===== src/design/c8fd_pkg.sv =====
// c8fd_pkg: types, codes and the CRC-8 byte update for the framed message decoder.
// No dependencies; used by the interfaces, the top level and the checker.
`default_nettype none

package c8fd_pkg;

	localparam int POS_W      = 4;
	localparam int BYTE_W     = 8;
	localparam int PAYLOAD_W  = 64;
	localparam int LANES      = PAYLOAD_W / BYTE_W;
	localparam int LANE_IDX_W = $clog2(LANES);
	localparam int CFG_IDX_W  = 1;

	typedef logic [1:0]           status_t;
	typedef logic [BYTE_W-1:0]    byte_t;
	typedef logic [PAYLOAD_W-1:0] payload_t;
	typedef logic [CFG_IDX_W-1:0] cfg_idx_t;

	localparam status_t STATUS_VALID    = 2'd0;
	localparam status_t STATUS_BOUNDARY = 2'd1;
	localparam status_t STATUS_CHECKSUM = 2'd2;

	localparam cfg_idx_t REG_START_MARKER = 1'd0;
	localparam cfg_idx_t REG_END_MARKER   = 1'd1;

	localparam byte_t CRC_POLY = 8'h8c;
	localparam byte_t CRC_INIT = 8'hff;

	// reflected CRC-8, one byte
	function automatic byte_t crc8_update(input byte_t crc, input byte_t data);
		byte_t c;
		c = crc ^ data;
		for (int b = 0; b < BYTE_W; b++) begin
			c = c[0] ? ((c >> 1) ^ CRC_POLY) : (c >> 1);
		end
		return c;
	endfunction

endpackage

`default_nettype wire


===== src/design/c8fd_if.sv =====
// c8fd_in_if / c8fd_out_if: valid/ready channels for wire bytes and frame results.
// Depends on c8fd_pkg.
`default_nettype none

interface c8fd_in_if;
	logic              valid;
	logic              ready;
	c8fd_pkg::byte_t   wire_byte;
	logic              frame_begin;

	modport source(output valid, wire_byte, frame_begin, input ready);
	modport sink(input valid, wire_byte, frame_begin, output ready);
endinterface

interface c8fd_out_if;
	logic               valid;
	logic               ready;
	c8fd_pkg::status_t  status;
	c8fd_pkg::byte_t    frame_type;
	c8fd_pkg::payload_t payload_bytes;

	modport source(output valid, status, frame_type, payload_bytes, input ready);
	modport sink(input valid, status, frame_type, payload_bytes, output ready);
endinterface

`default_nettype wire


===== src/design/crc8_frame_decoder.sv =====
// crc8_frame_decoder: byte-serial framed message receiver with CRC-8 check.
// Result: the result word is registered and valid in the cycle after the end byte is accepted.
// Throughput: one wire byte per cycle; the result register stalls input only while full
// and not taken.
// Reset (arst_n low, async): position 0, CRC 0xFF, markers 0, no result pending.
// Depends on c8fd_pkg and c8fd_if.
`default_nettype none

module crc8_frame_decoder #(
	parameter int PAYLOAD_BYTES = 8
) (
	input  wire logic               clk,
	input  wire logic               arst_n,
	input  wire logic               cfg_we,
	input  wire c8fd_pkg::cfg_idx_t cfg_index,
	input  wire c8fd_pkg::byte_t    cfg_wdata,
	c8fd_in_if.sink                 byte_ch,
	c8fd_out_if.source              result_ch
);

	localparam int P_W = c8fd_pkg::POS_W;
	localparam logic [P_W-1:0] POS_START = P_W'(0);
	localparam logic [P_W-1:0] POS_TYPE  = P_W'(1);
	localparam logic [P_W-1:0] POS_FIRST = P_W'(2);
	localparam logic [P_W-1:0] POS_CHECK = P_W'(PAYLOAD_BYTES + 2);
	localparam logic [P_W-1:0] POS_END   = P_W'(PAYLOAD_BYTES + 3);

	c8fd_pkg::byte_t    start_marker_q, end_marker_q;
	logic [P_W-1:0]     pos_q;
	c8fd_pkg::byte_t    crc_q;
	logic               start_good_q, chk_good_q;
	c8fd_pkg::byte_t    held_type_q;
	c8fd_pkg::payload_t held_payload_q;

	logic               res_valid_q;
	c8fd_pkg::status_t  res_status_q;
	c8fd_pkg::byte_t    res_type_q;
	c8fd_pkg::payload_t res_payload_q;

	logic               accept, is_end;
	logic [P_W-1:0]     pos_cur;
	logic [c8fd_pkg::LANE_IDX_W-1:0] lane;
	c8fd_pkg::byte_t    crc_next;
	c8fd_pkg::payload_t payload_next;
	c8fd_pkg::status_t  status_next;

	assign byte_ch.ready = !res_valid_q || result_ch.ready;
	assign accept        = byte_ch.valid && byte_ch.ready;

	assign pos_cur  = byte_ch.frame_begin ? POS_START : pos_q;
	assign lane     = c8fd_pkg::LANE_IDX_W'(pos_cur - POS_FIRST);
	assign crc_next = c8fd_pkg::crc8_update(crc_q, byte_ch.wire_byte);
	assign is_end   = (pos_cur != POS_START) && (pos_cur != POS_TYPE) &&
	                  (pos_cur >= POS_CHECK) && (pos_cur != POS_CHECK);

	always_comb begin
		payload_next = held_payload_q;
		for (int i = 0; i < c8fd_pkg::LANES; i++) begin
			if (lane == c8fd_pkg::LANE_IDX_W'(i)) begin
				payload_next[i*c8fd_pkg::BYTE_W +: c8fd_pkg::BYTE_W] =
					held_payload_q[i*c8fd_pkg::BYTE_W +: c8fd_pkg::BYTE_W] |
					byte_ch.wire_byte;
			end
		end
	end

	always_comb begin
		priority if (!start_good_q || byte_ch.wire_byte != end_marker_q) begin
			status_next = c8fd_pkg::STATUS_BOUNDARY;
		end else if (!chk_good_q) begin
			status_next = c8fd_pkg::STATUS_CHECKSUM;
		end else begin
			status_next = c8fd_pkg::STATUS_VALID;
		end
	end

	// control state
	always_ff @(posedge clk or negedge arst_n) begin
		if (!arst_n) begin
			start_marker_q <= '0;
			end_marker_q   <= '0;
			pos_q          <= POS_START;
			crc_q          <= c8fd_pkg::CRC_INIT;
			start_good_q   <= 1'b0;
			chk_good_q     <= 1'b0;
			res_valid_q    <= 1'b0;
		end else begin
			if (cfg_we) begin
				unique case (cfg_index)
					c8fd_pkg::REG_START_MARKER: start_marker_q <= cfg_wdata;
					c8fd_pkg::REG_END_MARKER:   end_marker_q   <= cfg_wdata;
					default: ;
				endcase
			end
			if (accept && is_end) begin
				res_valid_q <= 1'b1;
			end else if (result_ch.ready) begin
				res_valid_q <= 1'b0;
			end
			if (accept) begin
				priority if (pos_cur == POS_START) begin
					start_good_q <= (byte_ch.wire_byte == start_marker_q);
					crc_q        <= c8fd_pkg::CRC_INIT;
					chk_good_q   <= 1'b0;
					pos_q        <= POS_TYPE;
				end else if (pos_cur < POS_CHECK) begin
					crc_q <= crc_next;
					pos_q <= pos_cur + P_W'(1);
				end else if (pos_cur == POS_CHECK) begin
					chk_good_q <= (byte_ch.wire_byte == crc_q);
					pos_q      <= POS_END;
				end else begin
					pos_q        <= POS_START;
					crc_q        <= c8fd_pkg::CRC_INIT;
					start_good_q <= 1'b0;
					chk_good_q   <= 1'b0;
				end
			end
		end
	end

	// frame contents and result word
	always_ff @(posedge clk) begin
		if (accept) begin
			if (pos_cur == POS_START) begin
				held_type_q    <= '0;
				held_payload_q <= '0;
			end else if (pos_cur == POS_TYPE) begin
				held_type_q <= byte_ch.wire_byte;
			end else if (pos_cur < POS_CHECK) begin
				held_payload_q <= payload_next;
			end
			if (is_end) begin
				res_status_q  <= status_next;
				res_type_q    <= (status_next == c8fd_pkg::STATUS_VALID) ? held_type_q : '0;
				res_payload_q <= (status_next == c8fd_pkg::STATUS_VALID) ?
				                 held_payload_q : '0;
			end
		end
	end

	assign result_ch.valid         = res_valid_q;
	assign result_ch.status        = res_status_q;
	assign result_ch.frame_type    = res_type_q;
	assign result_ch.payload_bytes = res_payload_q;

endmodule

`default_nettype wire


===== src/flat_wrapper.sv =====
// flat-port wrapper written by rule: the top's interface ports become plain ports
module crc8_frame_decoder_flat 
#(
	parameter int PAYLOAD_BYTES = 8
)
  (clk, arst_n, cfg_we, cfg_index, cfg_wdata, byte_ch_valid, byte_ch_wire_byte, byte_ch_frame_begin, byte_ch_ready, result_ch_valid, result_ch_status, result_ch_frame_type, result_ch_payload_bytes, result_ch_ready);
  c8fd_in_if byte_ch_i ();
  c8fd_out_if result_ch_i ();
  input  wire logic clk;
  input  wire logic arst_n;
  input  wire logic cfg_we;
  input  wire c8fd_pkg::cfg_idx_t cfg_index;
  input  wire c8fd_pkg::byte_t cfg_wdata;
  input wire logic [$bits(byte_ch_i.valid)-1:0] byte_ch_valid;
  input wire logic [$bits(byte_ch_i.wire_byte)-1:0] byte_ch_wire_byte;
  input wire logic [$bits(byte_ch_i.frame_begin)-1:0] byte_ch_frame_begin;
  output wire logic [$bits(byte_ch_i.ready)-1:0] byte_ch_ready;
  output wire logic [$bits(result_ch_i.valid)-1:0] result_ch_valid;
  output wire logic [$bits(result_ch_i.status)-1:0] result_ch_status;
  output wire logic [$bits(result_ch_i.frame_type)-1:0] result_ch_frame_type;
  output wire logic [$bits(result_ch_i.payload_bytes)-1:0] result_ch_payload_bytes;
  input wire logic [$bits(result_ch_i.ready)-1:0] result_ch_ready;
  assign byte_ch_i.valid = byte_ch_valid;
  assign byte_ch_i.wire_byte = byte_ch_wire_byte;
  assign byte_ch_i.frame_begin = byte_ch_frame_begin;
  assign byte_ch_ready = byte_ch_i.ready;
  assign result_ch_valid = result_ch_i.valid;
  assign result_ch_status = result_ch_i.status;
  assign result_ch_frame_type = result_ch_i.frame_type;
  assign result_ch_payload_bytes = result_ch_i.payload_bytes;
  assign result_ch_i.ready = result_ch_ready;
  crc8_frame_decoder #(.PAYLOAD_BYTES(PAYLOAD_BYTES)) u_core (.clk(clk), .arst_n(arst_n), .cfg_we(cfg_we), .cfg_index(cfg_index), .cfg_wdata(cfg_wdata), .byte_ch(byte_ch_i), .result_ch(result_ch_i));
endmodule

===== config.mk =====
export PLATFORM = sky130hd
export DESIGN_NAME = crc8_frame_decoder_flat
export DESIGN_NICKNAME = d
export VERILOG_FILES = /design/src/design/c8fd_pkg.sv /design/src/design/c8fd_if.sv /design/src/design/crc8_frame_decoder.sv /design/src/flat_wrapper.sv
export SDC_FILE = /design/constraint.sdc
export NUM_CORES = 1
export LEC_CHECK = 0
export ABC_AREA = 1
export ABC_CLOCK_PERIOD_IN_PS = 7100
export BUFFER_PORTS_ARGS = -buffer_cell sky130_fd_sc_hd__buf_2
export CAP_MARGIN = 30
export CORE_MARGIN = 4
export CORE_UTILIZATION = 40
export DETAILED_ROUTE_END_ITERATION = 8
export SYNTH_ARGS = -nofsm -noshare
export SYNTH_HDL_FRONTEND = slang
export SYNTH_SLANG_ARGS = --single-unit
export TNS_END_PERCENT = 30

===== constraint.sdc =====
create_clock -name clk -period 7.1 [get_ports clk]
set_input_delay 1.42 -clock clk [delete_from_list [all_inputs] [get_ports clk]]
set_output_delay 1.42 -clock clk [all_outputs]
set_load 0.02 [all_outputs]

==> results of run 1 <==
[synth_stat cells (all sizes together)]
cell / instances
nor2: 97
clkinv: 1
xnor2: 3
or2: 3
edfxtp: 146
inv: 112
o22ai: 4
a21oi: 74
dfstp: 8
a32o: 1
o21ai: 27
a22oi: 2
nand4: 3
buf: 23
nor4: 2
a211oi: 2
o2111ai: 1
o211ai: 3
xor2: 12
a221oi: 1
dfrtp: 23
nand2: 99
nand3: 18
clkbuf: 3
nor3: 1
[placed cells by master, fill, tap and decap left out, drive strengths merged, types with 2 or more instances in the layout]
| master | Yosys | routed |
|---|---|---|
| a211oi | 2 | 2 |
| clkbuf | 3 | 23 |
| nor2 | 97 | 97 |
| dfrtp | 23 | 23 |
| inv | 112 | 113 |
| o21ai | 27 | 27 |
| nand4 | 3 | 3 |
| or2 | 3 | 3 |
| buf | 23 | 104 |
| xnor2 | 3 | 3 |
| bufinv | 0 | 3 |
| edfxtp | 146 | 146 |
| nand3 | 18 | 18 |
| nor4 | 2 | 2 |
| nand2 | 99 | 99 |
| o22ai | 4 | 4 |
| o211ai | 3 | 3 |
| xor2 | 12 | 12 |
| clkinv | 1 | 6 |
| a21oi | 74 | 74 |
| a22oi | 2 | 2 |
| dfstp | 8 | 8 |
[kinds of logic after synthesis]
kind of cell	count (synthesis)
AOI/OAI and AO/OA	115
and+or+nand+nor	223
xor gates and xnor gates	15
DFF	177
buffers and inverters	139
[layout make-up]
class | instances | area [sq um]
Multi-Input combinational cell | 353 | 1850
Tap cell | 234 | 293
Timing Repair Buffer | 104 | 556
Clock buffer | 23 | 448
Inverter | 113 | 424
Sequential cell | 177 | 5170
Fill cell | 1709 | 9830
Clock inverter | 9 | 133
[power groups by stage]
stage,registers (mW),logic (mW),clock network (mW)
after floorplan,1.27,0.247,0
after global placement,1.28,0.311,0
after detailed placement,1.28,0.320,0
after CTS,1.26,0.320,0.945
after global routing,1.27,0.368,0.986
final,1.26,0.320,0.926
[path summary, 6_finish.rpt]
kind	from	to	cells past startpoint
setup / recovery	byte_ch_frame_begin	u_core.result_ch.payload_bytes[51]	7
hold / removal	u_core.end_marker_q[4]	u_core.end_marker_q[4]	2
setup reg to reg	u_core.pos_q[2]	u_core.result_ch.payload_bytes[51]	7
hold reg to reg	u_core.end_marker_q[4]	u_core.end_marker_q[4]	2
max in group asynchronous	arst_n	u_core.pos_q[2]	1
min in group asynchronous	arst_n	u_core.start_marker_q[6]	1
[metrics by stage]
step / power [mW] / cell area (sq um) / setup WS [ps]
global route: 2.62 / 8870 / 3440
floorplan: 1.52 / 7630 / 1400
CTS: 2.53 / 8870 / 3690
global placement: 1.59 / 8260 / 3340
finish: 2.51 / 8870 / 3690
detailed placement: 1.60 / 8290 / 3250
[metal layers]
metal  global-route usage, %  routed length (um)  vias to the layer above
li1                        -                   -                     2403
met1                    20.2                7180                     2308
met2                    23.9                7350                      150
met3                    4.13                 847                       20
met4                    4.84                 209                        2
met5                       0                  13                        -
[worst reg2reg max path, stage by stage, from the launching register on]
cell	delay, ps
dfrtp_1	400
inv_1	110
nor2_1	180
inv_1	110
nand2_1	110
nand2_1	190
nor2_4	670
buf_4	630
[sequential cells by signal, summed over array words and instances, names as in the netlist]
name and flops:
u_core.chk_good_q 1, u_core.result_ch.status 2, u_core.pos_q 4, u_core.start_good_q 1
u_core.start_marker_q 8, u_core.result_ch.valid 1, u_core.result_ch.payload_bytes 64, u_core.held_payload_q 64
u_core.end_marker_q 8, u_core.result_ch.frame_type 8, u_core.held_type_q 8, u_core.crc_q 8
==> impl_results.md, run 1 <==
* Cell variety after synth at 35
* Fin util at 47.4%
* Arr. time, crit path at 3460 ps
* Slew @ Worst Pin at 963 ps
* Gp weighted congestion at around 0.83
* WP data required at between 7000 and 8000 ps
* Net Sw Frac at roughly a quarter
* First-pass GRT wire length at ~26,000 um
* Cell count after synthesis at 669
* Slowest stage delay, CP at around 670 ps
* Clock skew at 8.27 ps
* Nets@finish at about 800
* Non-filler cells, final at between 1,000 and 1,500
* Sequential-to-total area share from yosys stat at 67.8%
* Max Cap Violations at 0
* CP max-delay cell: nor2_4
* IO Pins at 99
* CP endpoint kind: flip-flop
* Post-synthesis compound-gate area fraction at 8.27%
* Leakage power at 3.50 nW
* Post-Synth Simple-Gate Area at between 10% and 20%
* Post-synth top area share at 57.5%
* Worst-Skew Late Latency at 420 ps
* WP buf/inv at 3
* TritonCTS Sinks at 177
* Minimum clock period at approximately 3400 ps
* Slew margin rel. at 35.8%
* Vias in the first global route at 4,993
* Clock share of power at 36.9%
* Largest net degree at the start of global routing at 50
* Tot GR Track Use at 15.0%
* H-tree levels at 4
* DP HPWL at 10,900 um
* Root Buffer: clkbuf_16
* CTS tree: done
* Net Switching at 632 uW
* Area grow syn2layout at 16.3%
* Die Area at around 0.021 sq mm
* RSZ-0062 raised after global routing: false
* # DRC at 0
* Layout cells sized above 1 at approximately 28%
* Adder-Cell Fraction of Synth Area at 0%
* Max Fanout on Critical Path at 49
* Xor/xnor share of the synthesized area at around 1.7%
* Fin. max-slew vios at 0
* Worst Hold Class: flip-flop to flip-flop
* CP Cell Sequence: buf_2 > nor2_1 > inv_1 > nand2_1 > nand2_1 > nor2_4 > buf_4
* Top delay family on crit path: simple AND/OR/NAND/NOR gates
* Final Setup Violations at 0
* Sequential Power Share at 50.3%
* Via/cell ratio at 4.82
* Crit Path Class: input pin to flip-flop
* Mux share of post-synthesis cell area at 0%
* Pwr dens at approximately 280 mW/mm^2
* Yosys Warn Count at 0
* Final WL at roughly 16,000 um
* Initial antenna violation count at 1
* Setup TNS at 0 ps
* Grt ovf at 0
* Routed vias at around 5,000
* Internal power at roughly 1.9 mW
* Routed len/inst at 15.4 um
* Placed Cells at 981
* Avg Inst Size Synth at around 11 sq um
* Post-cts sizing count at 0
* CTS max path bufs at 2
* DRT Pass-1 Iters at 4
* Core Rows at 50
* Syn Nets at 692
* Top cells by area, synth: edfxtp_1 (57%), dfrtp_1 (7.5%), nor2_2 (5.8%)
* Final period utilization at 48.0%
* Hold violation count in the final report at 0
* Largest family of logic cells by synthesized area: simple AND/OR/NAND/NOR gates
* Clock Pin Slew Worst Setup and Hold Paths at 60 ps
* Port bufs at 98
* Core ar. at 0.0187 sq mm
* Power share of the combinational group at 12.8%
* Worst-case vdd ir drop at 0.169 mV
* Die Span Y at 146 um
* Post-synthesis register bit count at 177
* Starting density of the core at between 40% and 50%
* Die width at 146 um
* Most frequent CP cell: nand2_1
* Largest area contributor in the netlist: edfxtp_1
* Detail Route Antenna Nets at 0
* Fmax at 293 MHz
* Post-Syn Area at 0.00763 sq mm
* Reg-to-reg setup timing slack at 4310 ps
* Ant diodes at 0
* Outcome: completed
* Post CTS Setup Buffer Count at 0
* CTS Hold Bufs at 0
* Startpoint type of the worst setup path: input pin
* Number of CTS-inserted buffers at 17
* WHS at 492 ps
* Starting DRC count in detailed routing at just under 400
Power figures use the tool's default switching activity.
==> inputs of run 2 (changes only) <==
ABC_AREA = 0   (was 1)
ABC_CLOCK_PERIOD_IN_PS = 2900   (was 7100)
clock period = 2.9 ns   (was 7.1 ns; I/O delays follow)
==> impl_results.md, run 2 <==
* Largest area contributor in the netlist: edfxtp_1
* Max Cap Violations at 0
* Slew margin rel. at roughly 52%
* Fin util at 48.3%
* Worst-case vdd ir drop at 0.380 mV
* Post-Synth Simple-Gate Area at 10.4%
* Largest family of logic cells by synthesized area: simple AND/OR/NAND/NOR gates
* Pwr dens at 779 mW/mm^2
* First-pass GRT wire length at about 23,000 um
* Reg-to-Reg End: u_core.start_good_q
* Xor/xnor share of the synthesized area at under 10%
* Post-synth ARST share at roughly 18%
* Most frequent cells in the layout: edfxtp_1 (146), buf_2 (98), and2_1 (81), o21a_1 (64), xnor2_1 (30)
* Mux share of post-synthesis cell area at 2.73%
* Slew @ Worst Pin at 724 ps
* CTS Hold Bufs at 0
* CP Cell Sequence: nand2b_1 > nor3_1 > nor2_1 > nand2_1 > mux2_2
* Fmax at around 470 MHz
* Tot GR Track Use at 15.0%
* Core Rows at 49
* # DRC at 0
* CP max-delay cell: dfrtp_1
* Post-cts sizing count at 0
* Detail Route Antenna Nets at 0
* Commonest non-fill, non-tap cell in the layout: edfxtp_1
* Clock skew at 8.51 ps
* Leakage power at 3.04 nW
* Adder-Cell Fraction of Synth Area at 0%
* Final WL at 14,900 um
* Fin. max-slew vios at 0
* Startpoint type of the worst setup path: flip-flop
* Post-synth top area share at 59.3%
* Worst Hold Class: input pin to async pin
* TritonCTS Sinks at 177
* Die Span Y at 144 um
* Synth top cells by count: edfxtp_1 (146), and2_1 (81), o21a_1 (64), xnor2_1 (30), dfrtp_1 (23)
* CTS max path bufs at 2
* Post-synthesis register bit count at 177
* Ant diodes at 0
* Die Area at 0.0207 sq mm
* H-tree levels at 4
* Initial antenna violation count at 1
* Nets@finish at approximately 620
* CTS tree: done
* Die width at 144 um
* Top cells by area, synth: edfxtp_1 (59%), dfrtp_1 (7.8%), and2_1 (6.9%)
* Post-Syn Area at 0.00739 sq mm
* Number of CTS-inserted buffers at 17
* Largest net degree at the start of global routing at 44
* DP HPWL at 9820 um
* Max Fanout on Critical Path at 15
* Top Metal Used: met5
* Routed vias at 4,163
* Arr. time, crit path at 2430 ps
* Root Buffer: clkbuf_16
* Met3 wire length at about 840 um
* Worst-Skew Late Latency at between 400 and 500 ps
* Final period utilization at around three quarters
* Core ar. at 0.0181 sq mm
* Metal-1 WL at 6680 um
* Post-synthesis compound-gate area fraction at a little under a tenth
* Routed len/inst at ~18 um
* Final Setup Violations at 0
* Port bufs at 98
* WP data required at 3210 ps
* Clock Pin Slew Worst Setup and Hold Paths at about 60 ps
* Top delay family on crit path: simple AND/OR/NAND/NOR gates
* Most common flop cell mapped by yosys: edfxtp_1
* Minimum clock period at 2130 ps
* Gp weighted congestion at between 0.7 and 0.8
* Cell count after synthesis at 499
* DRT Pass-1 Iters at 4
* IO Pins at approximately 100
* Cell variety after synth at 39
* Slowest stage delay, CP at 630 ps
* Avg Inst Size Synth at between 10 and 15 sq um
* Met2 WL post-DR at 7100 um
* Outcome: completed
* Starting DRC count in detailed routing at between 150 and 200
* Crit Path Class: flip-flop to flip-flop
* Syn Nets at 522
* Non-filler cells, final at 839
* Post-synth EDFFs at around 150
* Area grow syn2layout at 18.3%
* Worst reg2reg path depth at 5
* Starting density of the core at approximately two fifths
* Top-count cell post-synth: edfxtp_1
* Post CTS Setup Buffer Count at 0
* CP startpoint: u_core.pos_q[3]
* FF-to-FF Start: u_core.pos_q[3]
* Sequential-to-total area share from yosys stat at 69.9%
* Via/cell ratio at 4.96
* Worst setup path endpoint: u_core.start_good_q
* Hold violation count in the final report at 0
* WP depth at 5
* Fillers at 1,598
* Vias in the first global route at around 4,400
* WP buf/inv at 0
* Placed Cells at 809
* Yosys Warn Count at 0
* CP endpoint kind: flip-flop
* Reg-to-reg setup timing slack at approximately 770 ps
* Layout cells sized above 1 at between 20% and 30%
* Grt ovf at 0
* RSZ-0062 raised after global routing: false
-- run 2: cell count changes after synthesis, moves of 27 or more --
cell / delta
o21a_1: +64
and2_1: +81
xnor2_1: +27
inv_1: -102
a21oi_1: -63
nor2_2: -71
nand2_1: -88
-- run 2: cells by family (layout without fill, tap and decap cells) --
logic type | after synthesis | count (layout)
AO/OA/AOI/OAI | 96 | 96
XOR/XNOR | 40 | 40
multiplexers | 18 | 18
buffers and inverters | 34 | 145
AND/OR/NAND/NOR | 134 | 134
flip-flops | 177 | 177
-- run 2: worst reg2reg max path: cells and delay by family, from the launching register on --
kind             cells  cell delay (ps)
multiplexers         1              340
AND/OR/NAND/NOR      4             1050
flip-flops           1              630
-- run 2: layout make-up --
| class | instances | area [sq um] | share of cell area (%) |
|---|---|---|---|
| Timing Repair Buffer | 112 | 608 | 6.95 |
| Inverter | 3 | 11.3 | 0.129 |
| Clock inverter | 13 | 164 | 1.87 |
| Tap cell | 229 | 287 | 3.28 |
| Clock buffer | 17 | 425 | 4.87 |
| Multi-Input combinational cell | 288 | 2080 | 23.8 |
| Sequential cell | 177 | 5170 | 59.1 |
-- run 2: worst min path at each step --
stage	from	endpoint	slack, ps	depth (start not counted)
final	arst_n	u_core.start_marker_q[1]	210	1
after global routing	arst_n	u_core.end_marker_q[5]	260	1
after CTS	arst_n	u_core.start_marker_q[0]	220	1
after detailed placement	u_core.crc_q[6]	u_core.crc_q[6]	490	2
after global placement	u_core.crc_q[6]	u_core.crc_q[6]	490	2
after floorplan	arst_n	u_core.chk_good_q	280	0
-- run 2: routing by layer --
layer	GRT usage (%)	up-vias
met2	24.4	101
met1	19.3	2059
met3	4.46	20
li1	-	1981
met4	4.71	2
met5	0	-
-- run 2: stage by stage --
stage               power [mW]  worst slack, ps  cell area (sq um)  setup TNS (ps)  hold slack (ps)
global placement          4.53              514               8150               0              491
CTS                       6.88              778               8740               0              215
global route              7.14              594               8740               0              259
detailed placement        4.57              475               8150               0              491
floorplan                 4.28             -417               7430          -30820              284
finish                    6.81              775               8740               0              213
-- run 2: report_power, final --
group          switching (mW)  total [mW]  internal, mW
combinational           0.648        1.19         0.538
sequential              0.189        3.33          3.14
clock                   0.947        2.30          1.35
total                    1.78        6.81          5.03
==> inputs of run 3 (changes only) <==
ABC_CLOCK_PERIOD_IN_PS = 2200   (was 2900)
clock period = 2.2 ns   (was 2.9 ns; I/O delays follow)
==> impl_results.md, run 3 (synthesis gave the netlist of run 2 again) <==
* WHS at 72.8 ps
* CP Cell Sequence: xnor2_1 > nand3_1 > or4_4 > nor2_8 > buf_12 > and2_1
* Placed Cells at between 800 and 900
* Post CTS Setup Buffer Count at 0
* Commonest non-fill, non-tap cell in the layout: edfxtp_1
* Port bufs at 98
* Worst Slack Setup Final at roughly 300 ps
* Max Cap Violations at 0
* Die Span Y at around 140 um
* Final WL at 14,800 um
* Slew @ Worst Pin at around 740 ps
* Setup WS pre-CTS at 124 ps
* Clock Pin Slew Worst Setup and Hold Paths at 70 ps
* Vias in the first global route at 4,407
* RSZ-0062 raised after global routing: false
* Final Power at 9.11 mW
* Core ar. at 0.0181 sq mm
* WP data required at around 2500 ps
* Via/cell ratio at 4.92
* Fin util at 49.3%
* CTS Hold Bufs at 0
* DRT Pass-1 Iters at 4
* Pwr dens at 1020 mW/mm^2
* Largest net degree at the start of global routing at 68
* Worst Hold Class: input pin to async pin
* FF-to-FF Start: u_core.end_marker_q[0]
* Grt ovf at 0
* H-tree levels at 4
* Detail Route Antenna Nets at 0
* Hold violation count in the final report at 0
* CP max-delay cell: or4_4
* Die width at 144 um
* Routed len/inst at 17.2 um
* Final Setup Violations at 0
* Post-cts sizing count at 0
* Startpoint type of the worst setup path: flip-flop
* Outcome: completed
* Final period utilization at 86.2%
* DP HPWL at around 9800 um
* Area grow syn2layout at 20.5%
* Tot GR Track Use at around 15%
* Setup TNS at 0 ps
* Layout cells sized above 1 at 31.1%
* Initial antenna violation count at 0
* TritonCTS Sinks at 177
* # DRC at 0
* Most frequent cells in the layout: edfxtp_1 (146), buf_2 (98), and2_1 (81), o21a_1 (64), xnor2_1 (30)
* Core Rows at 49
* CTS max path bufs at 2
* Routed vias at 4,224
* Arr. time, crit path at 2180 ps
* Worst-case vdd ir drop at about 0.68 mV
* Clock skew at between 9 and 10 ps
* CP endpoint kind: flip-flop
* Fmax at 527 MHz
* Starting DRC count in detailed routing at ~180
* Minimum clock period at 1900 ps
* Crit Path Class: flip-flop to flip-flop
* Reg-to-reg setup timing slack at 300 ps
* First-pass GRT wire length at between 20,000 and 25,000 um
* Leakage power at 3.14 nW
* Final non-filler cell area at between 0.008 and 0.009 sq mm
* Worst reg2reg path depth at 6
* Slew margin rel. at 50.9%
* Area post-placement at 0.00832 sq mm
* Gp weighted congestion at 0.757
* Slowest stage delay, CP at 600 ps
* Max Fanout on Critical Path at 40
* IO Pins at 99
* CP startpoint: u_core.end_marker_q[0]
* Root Buffer: clkbuf_16
* Number of CTS-inserted buffers at 17
* Nets@finish at 640
* Die Area at 0.0207 sq mm
* Fin. max-slew vios at 0
* Non-filler cells, final at approximately 860
* CTS tree: done
* Ant diodes at 0
* Worst-Skew Late Latency at ~430 ps
* Starting density of the core at between 40% and 50%
## run 3: worst paths after layout
path / endpoint
worst max-delay path: u_core.result_ch.payload_bytes[39]
max in group asynchronous: u_core.result_ch.valid
worst min register to register: u_core.start_good_q
worst max register to register: u_core.result_ch.payload_bytes[39]
worst min-delay path: u_core.start_marker_q[3]
min in group clk: u_core.end_marker_q[5]
## run 3: layout make-up
| class | instances | area [sq um] |
|---|---|---|
| clock buffer | 19 | 433 |
| clock inverter | 13 | 160 |
| fill | 1561 | 9180 |
| inverter | 3 | 11.3 |
| multi-input combinational | 288 | 2080 |
| sequential | 177 | 5170 |
| tap | 229 | 287 |
| timing repair buffer | 130 | 768 |
## run 3: where the power goes
part / internal, mW / switching (mW)
Sequential: 4.14 / 0.227
Clock: 1.79 / 1.24
Combinational: 0.806 / 0.917
Total: 6.73 / 2.38
## run 3: worst max-delay path, delay by kind of cell (launching register included)
family / cells / cell delay, ps
and+or+nand+nor: 4 / 1020
DFF: 1 / 390
buffers and inverters: 1 / 180
xor gates and xnor gates: 1 / 150
## run 3: metal layers
| layer | track usage, % | vias up | wire (um) | share of wire [%] |
|---|---|---|---|---|
| met5 | 0 | - | 0 | 0 |
| met4 | 4.46 | 0 | 147 | 0.99 |
| met3 | 3.86 | 12 | 685 | 4.6 |
| met2 | 25.1 | 96 | 7390 | 50 |
| met1 | 19.2 | 2097 | 6590 | 44 |
| li1 | - | 2019 | - | - |
